==> src/rtl/ifv_pkg.sv <==
// Shared types and constants for the IPC frame validator.
package ifv_pkg;

    localparam int CNT_W = 34;

    localparam logic [CNT_W-1:0] HDR_LEN = 34'd10;
    localparam logic [CNT_W-1:0] CNT_MAX = 34'h3_FFFF_FFFF;
    localparam logic [31:0] MAX_PAYLOAD_RESET = 32'd1048576;

    typedef enum logic [1:0] {
        ST_INCOMPLETE = 2'd0,
        ST_INVALID    = 2'd1,
        ST_COMPLETE   = 2'd2
    } status_t;

    typedef struct packed {
        logic [7:0] data_byte;
        logic       buffer_end;
    } in_beat_t;

    typedef struct packed {
        logic [7:0]  out_byte;
        logic        is_payload;
        logic        end_of_buffer;
        status_t     frame_status;
        logic [31:0] payload_length;
    } out_beat_t;

    // Per-byte control from the frame tracker to the UTF-8 checker.
    typedef struct packed {
        logic       feed;
        logic       clear;
        logic       bom_chk;
        logic [1:0] bom_idx;
    } utf8_ctl_t;

    // Checker state after the current byte, for the end-of-buffer decision.
    typedef struct packed {
        logic bad;
        logic pending;
        logic bom_full;
    } utf8_stat_t;

endpackage

==> src/rtl/ipc_frame_validator_core.sv <==
// Top level of the IPC frame validator: input register, frame tracker, output register.
//
//  channel   | handshake                   | payload
//  ----------+-----------------------------+---------------------------------------
//  input     | in_valid / in_ready         | in_data  (data_byte, buffer_end)
//  output    | out_valid / out_ready       | out_data (out_byte, is_payload, ...)
//  config    | cfg_wr_en                   | cfg_wr_data (max_payload)
//
// One beat per cycle sustained while out_ready is high; a byte's result goes from the input
// register through one pass of the frame tracker into the output register.
// rst_n clears all frame state and sets max_payload to 1048576.
// A stalled output holds its beat; the input register can still take one beat while a
// result waits, and in_ready drops only when both registers are full.
module ipc_frame_validator_core
    import ifv_pkg::*;
(
    input  logic        clk,
    input  logic        rst_n,
    input  logic        in_valid,
    output logic        in_ready,
    input  in_beat_t    in_data,
    output logic        out_valid,
    input  logic        out_ready,
    output out_beat_t   out_data,
    input  logic        cfg_wr_en,
    input  logic [31:0] cfg_wr_data
);

    logic        a_valid_reg;
    in_beat_t    a_beat_reg;
    logic        b_valid_reg;
    out_beat_t   b_beat_reg;
    logic [31:0] max_payload_reg;

    logic        b_free;
    logic        advance;
    out_beat_t   result;

    assign b_free   = !b_valid_reg || out_ready;
    assign advance  = a_valid_reg && b_free;
    assign in_ready = !a_valid_reg || b_free;

    always_ff @(posedge clk or negedge rst_n)
    begin
        if (!rst_n)
        begin
            max_payload_reg <= MAX_PAYLOAD_RESET;
        end
        else if (cfg_wr_en)
        begin
            max_payload_reg <= cfg_wr_data;
        end
    end

    always_ff @(posedge clk or negedge rst_n)
    begin
        if (!rst_n)
        begin
            a_valid_reg <= 1'b0;
            b_valid_reg <= 1'b0;
        end
        else
        begin
            if (in_ready)
            begin
                a_valid_reg <= in_valid;
            end
            if (b_free)
            begin
                b_valid_reg <= a_valid_reg;
            end
        end
    end

    always_ff @(posedge clk)
    begin
        if (in_valid && in_ready)
        begin
            a_beat_reg <= in_data;
        end
        if (advance)
        begin
            b_beat_reg <= result;
        end
    end

    ifv_frame u_frame (
        .clk         (clk),
        .rst_n       (rst_n),
        .advance     (advance),
        .beat        (a_beat_reg),
        .max_payload (max_payload_reg),
        .result      (result)
    );

    assign out_valid = b_valid_reg;
    assign out_data  = b_beat_reg;

    // status is only reported on the last beat of a buffer
    assert property (@(posedge clk) disable iff (!rst_n)
        out_valid && !out_data.end_of_buffer |-> out_data.frame_status == ST_INCOMPLETE)
    else $error("frame status set on a beat that is not the end of the buffer");

    // a complete frame always carries a length inside the configured limit
    assert property (@(posedge clk) disable iff (!rst_n)
        out_valid && out_data.frame_status == ST_COMPLETE |->
            out_data.payload_length != 32'd0 && out_data.payload_length <= max_payload_reg)
    else $error("complete frame with out-of-range length");

    // input back-pressure only when both pipeline registers hold beats
    assert property (@(posedge clk) disable iff (!rst_n)
        !in_ready |-> a_valid_reg && b_valid_reg && !out_ready)
    else $error("in_ready low with a free pipeline slot");

    // a beat moved forward shows up at the output on the next cycle
    assert property (@(posedge clk) disable iff (!rst_n)
        advance |=> out_valid)
    else $error("advanced beat missing at the output");

endmodule

==> src/rtl/ifv_utf8.sv <==
// UTF-8 sequence checker, zero-byte check and byte-order-mark match for the payload.
module ifv_utf8
    import ifv_pkg::*;
(
    input  logic       clk,
    input  logic       rst_n,
    input  utf8_ctl_t  ctl,
    input  logic [7:0] data_byte,
    output utf8_stat_t stat
);

    typedef enum logic [2:0] {
        RNG_ANY  = 3'd0,
        RNG_A0BF = 3'd1,
        RNG_809F = 3'd2,
        RNG_90BF = 3'd3,
        RNG_808F = 3'd4
    } range_t;

    logic       bad_reg, bad_next;
    logic [1:0] pend_reg, pend_next;
    range_t     rng_reg, rng_next;
    logic [1:0] bom_reg, bom_next;

    function automatic logic cont_ok(input logic [7:0] b, input range_t r);
        logic ok;
        case (r)
            RNG_A0BF: ok = b inside {[8'hA0:8'hBF]};
            RNG_809F: ok = b inside {[8'h80:8'h9F]};
            RNG_90BF: ok = b inside {[8'h90:8'hBF]};
            RNG_808F: ok = b inside {[8'h80:8'h8F]};
            default:  ok = b inside {[8'h80:8'hBF]};
        endcase
        return ok;
    endfunction

    function automatic logic [7:0] bom_byte(input logic [1:0] i);
        logic [7:0] v;
        case (i)
            2'd0:    v = 8'hEF;
            2'd1:    v = 8'hBB;
            default: v = 8'hBF;
        endcase
        return v;
    endfunction

    always_comb
    begin
        bad_next  = bad_reg;
        pend_next = pend_reg;
        rng_next  = rng_reg;
        bom_next  = bom_reg;

        if (data_byte == 8'h00)
        begin
            bad_next = 1'b1;
        end

        if (pend_reg != 2'd0)
        begin
            if (cont_ok(data_byte, rng_reg))
            begin
                pend_next = pend_reg - 2'd1;
            end
            else
            begin
                bad_next  = 1'b1;
                pend_next = 2'd0;
            end
            rng_next = RNG_ANY;
        end
        else if (data_byte >= 8'h80)
        begin
            if (data_byte inside {[8'hC2:8'hDF]})
            begin
                pend_next = 2'd1;
                rng_next  = RNG_ANY;
            end
            else if (data_byte == 8'hE0)
            begin
                pend_next = 2'd2;
                rng_next  = RNG_A0BF;
            end
            else if (data_byte == 8'hED)
            begin
                pend_next = 2'd2;
                rng_next  = RNG_809F;
            end
            else if (data_byte inside {[8'hE1:8'hEF]})
            begin
                pend_next = 2'd2;
                rng_next  = RNG_ANY;
            end
            else if (data_byte == 8'hF0)
            begin
                pend_next = 2'd3;
                rng_next  = RNG_90BF;
            end
            else if (data_byte inside {[8'hF1:8'hF3]})
            begin
                pend_next = 2'd3;
                rng_next  = RNG_ANY;
            end
            else if (data_byte == 8'hF4)
            begin
                pend_next = 2'd3;
                rng_next  = RNG_808F;
            end
            else
            begin
                bad_next = 1'b1;
            end
        end

        if (ctl.bom_chk)
        begin
            if (bom_reg == ctl.bom_idx && data_byte == bom_byte(ctl.bom_idx))
            begin
                bom_next = ctl.bom_idx + 2'd1;
            end
            else
            begin
                bom_next = 2'd0;
            end
        end

        // a non-payload byte leaves the checker state alone, though a buffer end still clears it
        if (!ctl.feed)
        begin
            bad_next  = bad_reg;
            pend_next = pend_reg;
            rng_next  = rng_reg;
            bom_next  = bom_reg;
        end
    end

    assign stat.bad      = bad_next;
    assign stat.pending  = (pend_next != 2'd0);
    assign stat.bom_full = (bom_next == 2'd3);

    always_ff @(posedge clk or negedge rst_n)
    begin
        if (!rst_n)
        begin
            bad_reg  <= 1'b0;
            pend_reg <= 2'd0;
            rng_reg  <= RNG_ANY;
            bom_reg  <= 2'd0;
        end
        else if (ctl.clear)
        begin
            bad_reg  <= 1'b0;
            pend_reg <= 2'd0;
            rng_reg  <= RNG_ANY;
            bom_reg  <= 2'd0;
        end
        else if (ctl.feed)
        begin
            bad_reg  <= bad_next;
            pend_reg <= pend_next;
            rng_reg  <= rng_next;
            bom_reg  <= bom_next;
        end
    end

endmodule

==> src/rtl/ifv_frame.sv <==
// Frame tracker: byte count, header checks, length field and end-of-buffer status.
module ifv_frame
    import ifv_pkg::*;
(
    input  logic        clk,
    input  logic        rst_n,
    input  logic        advance,
    input  in_beat_t    beat,
    input  logic [31:0] max_payload,
    output out_beat_t   result
);

    localparam logic [7:0] VERSION  = 8'd1;
    localparam logic [7:0] MSG_TYPE = 8'd1;

    logic [CNT_W-1:0] count_reg, count_next;
    logic [31:0]      len_reg, len_next;
    logic             hdr_bad_reg, hdr_bad_next;

    logic [CNT_W-1:0] pos;
    logic [CNT_W-1:0] frame_len_cur;
    logic [CNT_W-1:0] frame_len_next;
    logic [CNT_W-1:0] pay_off;
    logic             in_payload;
    status_t          status;
    utf8_ctl_t        u_ctl;
    utf8_stat_t       u_stat;

    function automatic logic [7:0] magic_byte(input logic [1:0] i);
        logic [7:0] v;
        case (i)
            2'd0:    v = 8'h46;
            2'd1:    v = 8'h4D;
            2'd2:    v = 8'h49;
            default: v = 8'h50;
        endcase
        return v;
    endfunction

    always_comb
    begin
        pos          = count_reg;
        hdr_bad_next = hdr_bad_reg;
        len_next     = len_reg;

        if (pos < 34'd4)
        begin
            if (beat.data_byte != magic_byte(pos[1:0]))
            begin
                hdr_bad_next = 1'b1;
            end
        end
        else if (pos == 34'd4)
        begin
            if (beat.data_byte != VERSION)
            begin
                hdr_bad_next = 1'b1;
            end
        end
        else if (pos == 34'd5)
        begin
            if (beat.data_byte != MSG_TYPE)
            begin
                hdr_bad_next = 1'b1;
            end
        end
        else if (pos < HDR_LEN)
        begin
            len_next = {len_reg[23:0], beat.data_byte};
        end

        frame_len_cur = HDR_LEN + {2'b00, len_reg};
        in_payload    = (pos >= HDR_LEN) && (pos < frame_len_cur);
        pay_off       = pos - HDR_LEN;

        count_next = (count_reg == CNT_MAX) ? count_reg : count_reg + 34'd1;

        frame_len_next = HDR_LEN + {2'b00, len_next};

        // decision order matters: short header and short payload win over later checks
        status = ST_INCOMPLETE;
        if (beat.buffer_end)
        begin
            if (count_next < HDR_LEN)
            begin
                status = ST_INCOMPLETE;
            end
            else if (hdr_bad_next)
            begin
                status = ST_INVALID;
            end
            else if (len_next == 32'd0 || len_next > max_payload)
            begin
                status = ST_INVALID;
            end
            else if (count_next < frame_len_next)
            begin
                status = ST_INCOMPLETE;
            end
            else if (count_next != frame_len_next)
            begin
                status = ST_INVALID;
            end
            else if (u_stat.bad || u_stat.pending || (len_next == 32'd3 && u_stat.bom_full))
            begin
                status = ST_INVALID;
            end
            else
            begin
                status = ST_COMPLETE;
            end
        end
    end

    assign u_ctl.feed    = advance && in_payload;
    assign u_ctl.clear   = advance && beat.buffer_end;
    assign u_ctl.bom_chk = in_payload && (pay_off < 34'd3);
    assign u_ctl.bom_idx = pay_off[1:0];

    ifv_utf8 u_utf8 (
        .clk       (clk),
        .rst_n     (rst_n),
        .ctl       (u_ctl),
        .data_byte (beat.data_byte),
        .stat      (u_stat)
    );

    assign result.out_byte       = beat.data_byte;
    assign result.is_payload     = in_payload;
    assign result.end_of_buffer  = beat.buffer_end;
    assign result.frame_status   = status;
    assign result.payload_length = len_next;

    always_ff @(posedge clk or negedge rst_n)
    begin
        if (!rst_n)
        begin
            count_reg   <= '0;
            len_reg     <= '0;
            hdr_bad_reg <= 1'b0;
        end
        else if (advance)
        begin
            if (beat.buffer_end)
            begin
                count_reg   <= '0;
                len_reg     <= '0;
                hdr_bad_reg <= 1'b0;
            end
            else
            begin
                count_reg   <= count_next;
                len_reg     <= len_next;
                hdr_bad_reg <= hdr_bad_next;
            end
        end
    end

endmodule

==> config.mk <==
export PLATFORM = sky130hd
export DESIGN_NAME = ipc_frame_validator_core
export DESIGN_NICKNAME = d
export VERILOG_FILES = /design/src/rtl/ifv_pkg.sv /design/src/rtl/ipc_frame_validator_core.sv /design/src/rtl/ifv_utf8.sv /design/src/rtl/ifv_frame.sv
export SDC_FILE = /design/constraint.sdc
export NUM_CORES = 1
export LEC_CHECK = 0
export BUFFER_PORTS_ARGS = -buffer_cell sky130_fd_sc_hd__buf_4
export CAP_MARGIN = 20
export CORE_MARGIN = 4
export CORE_UTILIZATION = 40
export CTS_BUF_LIST = sky130_fd_sc_hd__clkbuf_4 sky130_fd_sc_hd__clkbuf_8
export DETAILED_ROUTE_END_ITERATION = 8
export PLACE_DENSITY_LB_ADDON = 0.05
export SLEW_MARGIN = 20
export SYNTH_ARGS = -nofsm -noshare
export SYNTH_HDL_FRONTEND = slang
export SYNTH_SLANG_ARGS = --single-unit
==> constraint.sdc <==
create_clock -name clk -period 5.99 [get_ports clk]
set_input_delay 1.198 -clock clk [delete_from_list [all_inputs] [get_ports clk]]
set_output_delay 1.198 -clock clk [all_outputs]
set_load 0.02 [all_outputs]
Word-level counts from Yosys, hierarchy flattened:

Cells that the tools add are included.

* bits in registers: 162
* bits of input ports: 46
* word-level logic and storage cells: 168

* add/sub/neg operators: 6
* order comparisons: 20
* equality and inequality tests: 21
* multiplexer cells: 67
* bitwise logic cells: 1
* reductions and logical operators: 35

Operator list (count)
* two-way mux 32 bit: 5
* == test 34 x 3 -> 1 bit, second input constant: 2
* < comparator 34 bit: 2
* < comparator 34 x 4 -> 1 bit, second input constant: 2
* two-way mux 34 bit: 2
* adder 4 x 32 -> 33 bit, first input constant: 2
* greater-or-equal comparator 8 bit, second input constant: 6
* less-or-equal comparator 8 bit, second input constant: 6
* two-way mux 2 bit: 19
* adder 34 x 1 -> 34 bit, second input constant: 1
* == test 34 bit, second input constant: 1
* greater-or-equal comparator 34 x 4 -> 1 bit, second input constant: 1
* < comparator 34 x 2 -> 1 bit, second input constant: 1
* < comparator 34 x 3 -> 1 bit, second input constant: 1
* != test 34 bit: 1
* subtractor 34 x 4 -> 34 bit, second input constant: 1
* two-way mux 3 bit: 11
* == test 32 x 2 -> 1 bit, second input constant: 1
* == test 8 bit, second input constant: 4
* greater-than comparator 32 bit: 1
* zero test 32 bit: 1
* two-way mux 1 bit: 25
* logical AND 1 bit: 16
* two-way mux 8 bit: 2
* other kinds (25): 36

Logic depth before layout (Yosys ltp):

* word-level depth: 19
* gate-level depth with buffers: 28
* gate-level depth less buffers: 24

Modules after synthesis:

From an unflattened synthesis, not the netlist that was laid out.

* cell total of the unflattened synthesis: 1387
* area total of the unflattened synthesis: 12852.3 um^2

By module, submodules not included
* ifv_frame: times used 1, cells an instance 1148, area an instance 8902.3 um^2
* ipc_frame_validator_core: times used 1, cells an instance 129, area an instance 3026.7 um^2
* ifv_utf8: times used 1, cells an instance 110, area an instance 923.4 um^2

Worst setup path after synthesis:

Ideal clock, no wire load.

* path type: reg-to-reg
* from: register u_frame.count_reg[0]
* to: register b_beat_reg, in the netlist out_data[32], data pin
* library setup time: 0.160 ns
* data arrival time: 5.716 ns
* data required time: 5.830 ns
* path slack: 0.114 ns
* cell stages (with the launch flop): 26
* period minus slack after synthesis: 5.876 ns
* cells stage by stage: dfrtp_1 -> clkbuf_1 -> inv_1 -> ha_1 -> or3b_1 -> a2111o_1 -> nor4_4 -> buf_4 -> buf_1 -> nand2_1 -> nand2_1 -> ha_1 -> o21ai_0 -> o31ai_2 -> and2b_2 -> nand2_2 -> a21oi_1 -> xnor2_1 -> ha_1 -> nand4_1 -> nor4_1 -> a2111oi_0 -> a21boi_0 -> o41ai_1 -> o21ai_0 -> nor3b_1

RTL lines
* from (decl): line ifv_frame.sv:16 `logic [CNT_W-1:0] count_reg, count_next;`
* from (signal assigned): line ifv_frame.sv:152 `count_reg <= count_next;`
* to (signal assigned): line ipc_frame_validator_core.sv:83 `b_beat_reg <= result;`
* to (decl): line ipc_frame_validator_core.sv:32 `out_beat_t b_beat_reg;`

==> metrics.md <==
| Metric | Value |
|---|---|
| Status | `finished, final reports clean` |
| Share of layout cells above drive strength 1 | `14.4%` |
| DIE WIDTH | `180 um` |
| Core box area | `29,000 um^2` |
| Initial Utilization | `41.0%` |
| Endpoints failing hold | `0` |
| Number of synthesized flops with an enable pin | `53` |
| Post-route DRC | `0` |
| # nets final | `1,595` |
| Register area share after synthesis | `36.3%` |
| DP HPWL | `29,200 um` |
| Io pins | `92` |
| Cell with the most instances after synthesis | `nand2_1` |
| Hold depth | `2` |
| R2R Path End | `out_data[32]$_SDFFCE_PP0P_` |
| Post-layout min period | `5.57 ns` |
| Clock Skew | `0.0256 ns` |
| GR Overflow Total | `0` |
| Max IR drop VDD | `124 uV` |
| Synth warnings | `0` |
| CTS tree | `yes` |
| # setup viols final | `0` |
| Reg-to-Reg Start | `u_frame.count_reg[0]$_DFFE_PN0P_` |
| Synth async-reset ratio | `67.3%` |
| CTS Buf Count | `17` |
| Post-synth top flop | `dfrtp_1` |
| Top cell type by total area after synthesis | `dfrtp_1` |
| H-Tree Depth | `4` |
| Largest net degree at the start of global routing | `71` |
| GRT Total Usage | `23.7%` |
| Cell Pwr Density | `211 nW/um^2` |
| Post-DP Area | `13,100 um^2` |
| Worst r2r path cells | `24` |
| FF-to-FF setup slack | `0.42 ns` |
| Post-synthesis compound-gate area fraction | `14.3%` |
| Vias in the first global route | `10,000` |
| Cells after Synth | `1,364` |
| Fin area | `13,500 um^2` |
| Synth top area share | `22.7%` |
| First-pass GRT wire length | `60,500 um` |
| Via density | `5.58` |
| Die ar. | `32,500 um^2` |
| Clock latency on the worst-skew pair | `0.48 ns` |
| Worst slew margin | `28.7%` |
| Syn avg cell area | `8.71 um^2` |
| Period utilization | `93.0%` |
| Synth top area cells | `dfrtp_1, edfxtp_1, ha_1` |
| Slew Limit Fails | `0` |
| Clk root buf | `clkbuf_8` |
| Die Ht | `180 um` |
| Max FO, Critical Path | `7` |
| Min-Delay Path Class | `reg2reg` |
| Hold slack | `0.536 ns` |
| Startpoint types | `flip-flop` |
| Placed Instances | `1,806` |
| RSZ-0062 raised after global routing | `false` |
| Post-Place Setup Slack | `0.125 ns` |
| Synth Area in XOR/XNOR | `7.44%` |
| Initial antenna violation count | `0` |
| Initial DRT Pass Iterations | `5` |
| CP Capture Type | `flip-flop` |
| Drt initial violations | `900` |
| DR WL/cell | `21.2 um` |
| Syn_nets | `1,517` |
| # clock sinks | `162` |
| Clk slew on worst S/H paths | `0.11 ns` |
| Setup TNS | `0 ns` |
| Max cap viols | `0` |
| DRT Wirelength | `39,000 um` |
| Top cells by count, synth | `nand2_1, o21ai_0, dfrtp_1, ha_1, inv_1` |
| Largest family of logic cells by synthesized area | `simple AND/OR/NAND/NOR gates` |
| Worst-margin pin slew | `1.07 ns` |
| Antenna Cells | `0` |
| CP required | `6.20 ns` |
| Sink of the worst hold path | `max_payload_reg[20]$_DFFE_PN1P_` |
| Routed vias | `10,300` |
| Placer congestion estimate | `0.925` |
| Leak | `6.11 nW` |
| Final worst slack | `0.418 ns` |
| Synth Register Bits | `162` |
| I/O Buffers | `91` |
| CP Class | `reg2reg` |
| Post-synth cell types | `80` |
| Cell area after synthesis | `11,900 um^2` |
| Mux contribution to synthesized area | `3.64%` |
| Final non-filler cell total | `1,839` |
| Row count | `62` |
| Max FFs per register | `44` |
| Longest Clk Path Bufs | `2` |
| Antenna Nets Post-Route | `0` |
| P&R area growth vs syn | `13.9%` |
| Synth Area in Adders | `11.3%` |
| Hold Startpoint | `max_payload_reg[20]$_DFFE_PN1P_` |
| Fmax achieved | `179 MHz` |
| Worst EP arrival | `5.78 ns` |
| Synth Area in Simple Gates | `21.3%` |
## routing by layer
| layer | wire (um) | part of all wire (%) | up-vias | track usage (%) |
|---|---|---|---|---|
| met4 | 523 | 1.3 | 0 | 4.93 |
| met5 | 0 | 0 | - | 0 |
| met1 | 17900 | 46 | 4921 | 33.6 |
| met2 | 18500 | 48 | 272 | 38.9 |
| li1 | - | - | 5036 | - |
| met3 | 1990 | 5.1 | 36 | 3.25 |
## how the worst max path moves through the flow
| stage | start | to | slack (ns) | cells after the start |
|---|---|---|---|---|
| final | u_frame.count_reg[0]$_DFFE_PN0P_ | out_data[32]$_SDFFCE_PP0P_ | 0.42 | 24 |
| after global routing | u_frame.count_reg[0]$_DFFE_PN0P_ | out_data[32]$_SDFFCE_PP0P_ | 0.02 | 24 |
| after CTS | u_frame.count_reg[0]$_DFFE_PN0P_ | out_data[32]$_SDFFCE_PP0P_ | 0.08 | 22 |
| after detailed placement | u_frame.count_reg[0]$_DFFE_PN0P_ | out_data[32]$_SDFFCE_PP0P_ | 0.13 | 22 |
| after global placement | u_frame.count_reg[0]$_DFFE_PN0P_ | out_data[32]$_SDFFCE_PP0P_ | 0.39 | 22 |
| after floorplan | u_frame.count_reg[0]$_DFFE_PN0P_ | out_data[32]$_SDFFCE_PP0P_ | 0.11 | 25 |
## cell type report
class                      instances  area [um^2]
tap                              384          480
clock inverter                    15          185
sequential                       162         4320
multi-input combinational       1029         6900
fill                            2851        15500
clock buffer                      17          234
timing repair buffer             144         1080
inverter                          88          330
## placed cells by master (no fill, tap or decap), types with 7 or more instances in the layout
cell	instances
nor4_1	27
o22ai_1	9
o21ai_1	8
edfxtp_1	53
nand3_1	54
mux2i_1	35
buf_4	144
nor2b_1	9
nand4_1	39
xor2_1	48
o31ai_1	9
nand2_1	174
dfrtp_1	107
nor2_1	77
and4_1	7
or4_1	11
nand2b_1	10
or3_1	7
ha_1	107
a21oi_1	45
and3_1	19
xnor2_1	53
nor3_1	23
a22o_1	13
inv_1	86
clkbuf_8	17
o21ai_0	123
a31oi_1	13
a211oi_1	11
## power breakdown
part           switching (mW)  leakage [nW]  total (mW)  internal (mW)
Clock                   0.554         0.209       0.878          0.324
Combinational           0.417          3.93       0.680          0.263
Sequential             0.0790          1.96        1.30           1.22
## kinds of logic (layout without fill, tap and decap cells)
family          after synthesis  in the layout
mux                          42             42
buf+inv                     173            264
flops                       162            162
xor+xnor                    101            101
fa+ha+maj                   107            107
compound gates              280            280
simple gates                499            499
## what timing repair did
item / in CTS / in global routing
setup buffers: 0 / 1
hold buffers: 0 / 0
setup endpoints to repair: 0 / 2
resized for setup: 0 / 3
## critical path: stages, from the launching register on
cell	delay [ns]
dfrtp_2	0.44
inv_1	0.07
ha_1	0.23
or3b_1	0.36
a2111o_1	0.46
nor4_4	0.28
mux2i_1	0.17
inv_1	0.17
ha_1	0.25
o21ai_0	0.11
o31ai_2	0.35
and2b_2	0.28
nand2_2	0.11
a21oi_1	0.16
xnor2_1	0.14
ha_1	0.26
a21oi_1	0.14
nor2b_1	0.06
o21ai_0	0.16
o21ai_0	0.11
a2111oi_0	0.37
a21boi_0	0.29
o41ai_2	0.10
o21ai_0	0.17
nor3b_1	0.08
## metrics by stage
| step | power (mW) | util [%] |
|---|---|---|
| final | 2.86 | 46.6 |
| after global routing | 3.00 | 46.6 |
| after CTS | 2.87 | 46.6 |
| after detailed placement | 1.99 | 45.1 |
| after global placement | 1.98 | 45.1 |
| after floorplan | 1.72 | - |
Note: power is estimated with default switching activity, not from simulation.
